--- src/hw/rtl/b2c_pkg.sv ---
`timescale 1ns / 1ps
// ----------------------------------------------------------------------------
// b2c_pkg
// Shared types and constants for the bitplane to chunky expander: opcodes,
// status codes, register indexes and the controller/datapath handshake.
// ----------------------------------------------------------------------------
package b2c_pkg;

   // counters that track a whole shape: up to 16383 x 16383 bytes
   localparam int LEN_W   = 28;
   localparam int DEST_W  = LEN_W + 1;
   localparam int SIDE_W  = 14;
   localparam int CSR_W   = 64;
   localparam int CSR_IDX_W = 3;

   typedef logic [1:0] opcode_type;
   localparam opcode_type OP_START = 2'd0;
   localparam opcode_type OP_LOAD  = 2'd1;
   localparam opcode_type OP_DRAIN = 2'd2;

   typedef logic [1:0] status_type;
   localparam status_type ST_OK        = 2'd0;
   localparam status_type ST_BAD_SHAPE = 2'd1;
   localparam status_type ST_NO_DATA   = 2'd2;

   typedef logic [CSR_IDX_W-1:0] csr_index_type;
   localparam csr_index_type CSR_PLANE_COLOURS     = 3'd0;
   localparam csr_index_type CSR_BACKGROUND        = 3'd1;
   localparam csr_index_type CSR_TRANSPOSE_MASK    = 3'd2;
   localparam csr_index_type CSR_TRANSPOSE_INHIBIT = 3'd3;
   localparam csr_index_type CSR_WIDTH_BYTES       = 3'd4;
   localparam csr_index_type CSR_HEIGHT_ROWS       = 3'd5;
   localparam csr_index_type CSR_PALETTE_MAP       = 3'd6;

   localparam logic [63:0] PALETTE_IDENTITY = 64'hFEDC_BA98_7654_3210;

   // controller to datapath
   typedef struct packed {
      logic capture;   // latch the incoming item
      logic calc;      // register shape length, plane count, row product
      logic start;     // open a new shape and post its status
      logic load;      // store one planar byte, advance the load counters
      logic read;      // read one store word, advance the drain counter
      logic nodata;    // post a no-data result
      logic emit;      // post the expanded pixel group
   } cmd_type;

   // datapath to controller
   typedef struct packed {
      opcode_type op;
      logic       load_ok;
      logic       drain_ok;
      logic       out_free;
   } stat_type;

endpackage

--- src/hw/rtl/b2c_ctrl.sv ---
`timescale 1ns / 1ps
// ----------------------------------------------------------------------------
// b2c_ctrl
// Sequencer: takes one item at a time and steps the datapath through it.
// ----------------------------------------------------------------------------
module b2c_ctrl (
   input  logic               clock,
   input  logic               reset,
   input  logic               req_valid,
   output logic               req_ready,
   input  b2c_pkg::stat_type  stat,
   output b2c_pkg::cmd_type   cmd
);

   typedef enum logic [3:0] {
      S_IDLE = 4'b0001,
      S_CALC = 4'b0010,
      S_EXEC = 4'b0100,
      S_READ = 4'b1000
   } state_type;

   state_type state_ff;
   state_type state_in;

   assign req_ready = (state_ff == S_IDLE);

   always_comb begin
      state_in = state_ff;
      cmd      = '0;
      case (state_ff)
         S_IDLE: begin
            if (req_valid) begin
               cmd.capture = 1'b1;
               state_in    = S_CALC;
            end
         end
         S_CALC: begin
            cmd.calc = 1'b1;
            state_in = S_EXEC;
         end
         S_EXEC: begin
            case (stat.op)
               b2c_pkg::OP_START: begin
                  if (stat.out_free) begin
                     cmd.start = 1'b1;
                     state_in  = S_IDLE;
                  end
               end
               b2c_pkg::OP_LOAD: begin
                  cmd.load = stat.load_ok;
                  state_in = S_IDLE;
               end
               b2c_pkg::OP_DRAIN: begin
                  if (stat.drain_ok) begin
                     cmd.read = 1'b1;
                     state_in = S_READ;
                  end else if (stat.out_free) begin
                     cmd.nodata = 1'b1;
                     state_in   = S_IDLE;
                  end
               end
               default: begin
                  state_in = S_IDLE;
               end
            endcase
         end
         S_READ: begin
            if (stat.out_free) begin
               cmd.emit = 1'b1;
               state_in = S_IDLE;
            end
         end
         default: begin
            state_in = S_IDLE;
         end
      endcase
   end

   always_ff @(posedge clock) begin
      if (reset) begin
         state_ff <= S_IDLE;
      end else begin
         state_ff <= state_in;
      end
   end

endmodule

--- config.mk ---
export PLATFORM = sky130hd
export DESIGN_NAME = b2c_ctrl
export DESIGN_NICKNAME = d
export VERILOG_FILES = /design/src/hw/rtl/b2c_pkg.sv /design/src/hw/rtl/b2c_ctrl.sv
export SDC_FILE = /design/constraint.sdc
export NUM_CORES = 1
export LEC_CHECK = 0
export ABC_AREA = 1
export BUFFER_PORTS_ARGS = -buffer_cell sky130_fd_sc_hd__buf_2
export CAP_MARGIN = 5
export CELL_PAD_IN_SITES_DETAIL_PLACEMENT = 1
export CELL_PAD_IN_SITES_GLOBAL_PLACEMENT = 1
export CORE_AREA = 2 2 39 41
export DETAILED_ROUTE_END_ITERATION = 6
export DIE_AREA = 0 0 41 43
export GPL_TIMING_DRIVEN = 0
export PLACE_DENSITY_LB_ADDON = 0.3
export SLEW_MARGIN = 20
export SYNTH_ARGS = -nofsm -noshare
export SYNTH_HDL_FRONTEND = slang
export SYNTH_SLANG_ARGS = --single-unit
--- constraint.sdc ---
create_clock -name clock -period 1.26 [get_ports clock]
set_input_delay 0.063 -clock clock [delete_from_list [all_inputs] [get_ports clock]]
set_output_delay 0.063 -clock clock [all_outputs]
set_load 0.005 [all_outputs]
======== Word-level counts from Yosys, hierarchy flattened ========
Cells that the tools add are included.
cells by class
  add/sub/neg operators ................... 0
  multiply operators ...................... 0
  divide/modulo/power cells ............... 0
  order comparisons ....................... 0
  equal/unequal tests ..................... 7
  shift operators ......................... 0
  muxes and demuxes ....................... 16
  bitwise gates (word level) .............. 0
  reduce and logical (&&, ||, !) cells .... 1
operators by type and width
  operator                                                         count
  4-bit two-way mux                                                4
  4-bit one-hot mux with 4 select lines                            1
  1-bit two-way mux                                                9
  4-bit one-hot mux with 2 select lines                            1
  4-bit by 1-bit == test with 1-bit output, second input constant  1
  4-bit by 2-bit == test with 1-bit output, second input constant  1
  4-bit by 3-bit == test with 1-bit output, second input constant  1
  4-bit == test, second input constant                             1
  2-bit by 1-bit == test with 1-bit output, second input constant  1
  2-bit == test, second input constant                             1
  2-bit logical NOT                                                1
  2-bit two-way mux                                                1
  2-bit inequality test, second input constant                     1
storage, ports and cells
  bits in registers ....................... 4
  latch bits .............................. 0
  memory bits (writable) .................. 0
  bits in read-only memories .............. 0
  bits of input ports ..................... 8
  output and inout bits ................... 8
  word-level logic and storage cells ...... 25
  memories ................................ 0

======== Longest topological paths before layout ========
  word-level depth ........................ 4
  mapped depth ............................ 7

======== Worst setup path before layout ========
OpenSTA, ideal clock, no wires.
  path kind ............................... reg-to-reg
  start point ............................. reg state_ff[1]
  end point ............................... reg state_ff[0]
  data arrival time ....................... 0.788 ns
  slack ................................... 0.358 ns
  stages on the path, launching flop included .. 7
  period minus slack after synthesis ...... 0.902 ns
  cell sequence ........................... dfxtp_1 nor2_2 nand3_2 nand2_1 nor2_1 nor2_1 nand2_1
on the way
  word-level cells in the longest chain between the ends .. 2
ends and longest elaborated chain
  item                                                                                   RTL line        RTL
  start, declared                                                                        b2c_ctrl.sv:22  state_type state_ff;
  start signal, assigned                                                                 b2c_ctrl.sv:83  state_ff <= state_in;
  4-bit == test, or another cell as far along                                            b2c_ctrl.sv:30  case (state_ff)
  4-bit one-hot mux with 4 select lines / 2-bit inequality test (equally long branches)  n/a
Several ways; a longest one is shown, not always the timed one.
A chain may end at the register's enable or synchronous reset.

==> impl_metrics.csv <==
group,metric,value,unit
global_route,overflow,0,
yosys,synth_seq_cells,4,
hold_path,min_path_type,"input port to flip-flop",
timing,fin_hold_ws,38.0,ps
global_route,grt_max_degree,6,
clocking,cts_num_sinks,4,
worst_setup_path,worstPathArrival,1160,ps
clocking,tritoncts,"done",
global_route,grt_pass1_vias,363,
worst_setup_path,cpPeakStageDelay,320,ps
worst_setup_path,critPathSlowestCell,"dfxtp_1",
run_status,outcome,"complete, no violations",
floorplan,die_y,43,um
global_route,antenna_found_initial,0,
pwr,leakage,0.244,nW
floorplan,io_pins,16,
clocking,htreeDepth,1,
pwr,powerDensity,893,nW/um^2
timing,relSlewSlack,0.858,
clocking,root_buffer,"clkbuf_4",
finish,reg_top3,"state_ff (4)",
routing,drt_iter0_markers,0,
finish,drive_gt1_frac,0.451,
worst_setup_path,critPathTopFamily,"simple AND/OR/NAND/NOR gates",
finish,nFillCells,191,
clocking,hold_buffers,0,
timing,finalHoldViolCount,0,
finish,area_delta_synth_final,44.0,%
timing,finalSetupViolations,0,
timing,rsz0062_at_grt,"yes",
timing,finalCritPeriodShare,0.971,
placed_design,post_dp_cell_area,405,um^2
yosys,synth_cell_types,14,
finish,top_register,"state_ff",
worst_setup_path,path_cells,"inv_2 > nand2_1 > nor2_2 > nand3_2 > inv_1 > buf_2",
floorplan,die-width,41,um
timing,finClkSkew,0.122,ps
floorplan,rows,14,
global_route,grt_pass1_wl,1400,um
routing,wl,876,um
worst_setup_path,critical_path_class,"flip-flop to primary output",
timing,tightest_slew,212,ps
timing,period_needed,1220,ps
timing,clock.fmax,0.817,GHz
worst_setup_path,worstPathRequired,1200,ps
routing,vias,392,
floorplan,core,1380,um^2
yosys,syn_avg_cell_area,5.85,um^2
floorplan,initial_utilization,0.224,
yosys,yosys_warnings,0,
routing,routedWlPerCell,10.1,um
finish,final_area,447,um^2
finish,final_core_util,0.323,
routing,antenna_left,0,
clocking,cts.reportedPaths.clkPinSlew,40,ps
finish,final_cell_mix,"buf_2, inv_1, nor2_1, nand2_1, nand3_1",
clocking,cts_buffer_depth,2,
placed_design,portBuffers,15,
placed_design,place_congestion,0.754,
yosys,syn-num-nets,61,
finish,seqCellArea,82.6,um^2
placed_design,hpwl,704,um
finish,multiInputGateArea,201,um^2
clocking,cts_inserted_buffers,3,
routing,drc,0,
finish,layout_commonest_cell,"buf_2",
global_route,grt_usage,0.120,
worst_setup_path,cp-start-kind,"flip-flop",
floorplan,design.die.area,1760,um^2
worst_setup_path,crit_path_max_fanout,3,
routing,vias_per_cell,4.51,
yosys,synth_edf_count,0,
timing,maxSlewViolCount,0,
yosys,netlist_area,310,um^2
yosys,syn_inst,53,
yosys,yosysSeqAreaShare,0.258,
yosys,synthFlopType,"dfxtp_1",
yosys,async_reset_ff_frac,0,
routing,dr.pass1.iters,1,
clocking,clock_latency,230,ps
worst_setup_path,endpoint_kind,"primary output",
timing,setup-tns-final,0,ps
finish,diodes,0,
finish,largest_reg_flops,4,
pwr,vdd_drop_max,0.260,mV
run,drv_cap,0,
worst_setup_path,path_buf_inv,3,
finish,layout.nets,81,
[cell usage after synthesis (2+ instances only)]
| library cell | count | area [um^2] |
|---|---|---|
| a21oi_1 | 3 | 15.0 |
| nor2_2 | 3 | 18.8 |
| inv_1 | 9 | 33.8 |
| inv_2 | 3 | 11.3 |
| nand2_2 | 2 | 12.5 |
| nor3_1 | 2 | 10.0 |
| dfxtp_1 | 4 | 80.1 |
| nand3_1 | 7 | 35.0 |
| nand2_1 | 8 | 30.0 |
| nor2_1 | 8 | 30.0 |
[power breakdown]
part / internal [mW] / total [mW] / switching [mW]
logic: 0.0383 / 0.0958 / 0.0575
registers: 0.136 / 0.146 / 0.00980
clock network: 0.106 / 0.157 / 0.0506
[per-stage QoR]
step	total power [mW]	worst slack, ps	instances
2_1_floorplan	0.200	358	53
4_1_cts	0.405	7.65	87
6_report	0.399	36.1	87
3_3_place_gp	0.237	192	84
5_1_grt	0.428	-35.8	87
3_5_place_dp	0.238	180	84
[per-layer routing]
| layer | routed length (um) | part of all wire | GRT usage | up-vias |
|---|---|---|---|---|
| met2 | 451 | 0.51 | 0.159 | 4 |
| met3 | 9 | 0.010 | 0.0314 | 2 |
| met1 | 401 | 0.46 | 0.164 | 184 |
| li1 | - | - | - | 202 |
| met4 | 13 | 0.015 | 0.0800 | 0 |
| met5 | 0 | 0 | 0 | - |
[cell type report]
type,instances,area share
clock buffers,3,0.0504
multi-input cells,37,0.451
flip-flops and latches,4,0.185
inverters,12,0.101
well taps,16,0.0448
repair buffers,15,0.168
[worst paths after layout]
check / startpoint / endpoint / slack (ps) / cells past startpoint
worst min-delay path: reset / state_ff[3] / 40 / 2
worst min register to register: state_ff[3] / state_ff[3] / 520 / 2
worst max register to register: state_ff[3] / state_ff[0] / 230 / 7
worst max-delay path: state_ff[3] / cmd[2] / 40 / 6
[repair_timing]
action	in CTS	in global routing
resized for setup	2	3
buffers inserted	0	0
setup endpoints to repair	2	6
pin swaps	0	0
[cells by family (layout without fill, tap and decap cells)]
| kind of cell | count (synthesis) | count (layout) | synth area share |
|---|---|---|---|
| buf+inv | 12 | 30 | 0.145 |
| simple gates | 33 | 33 | 0.512 |
| compound gates | 4 | 4 | 0.0847 |
| flops | 4 | 4 | 0.258 |
Power figures use the tool's default switching activity.
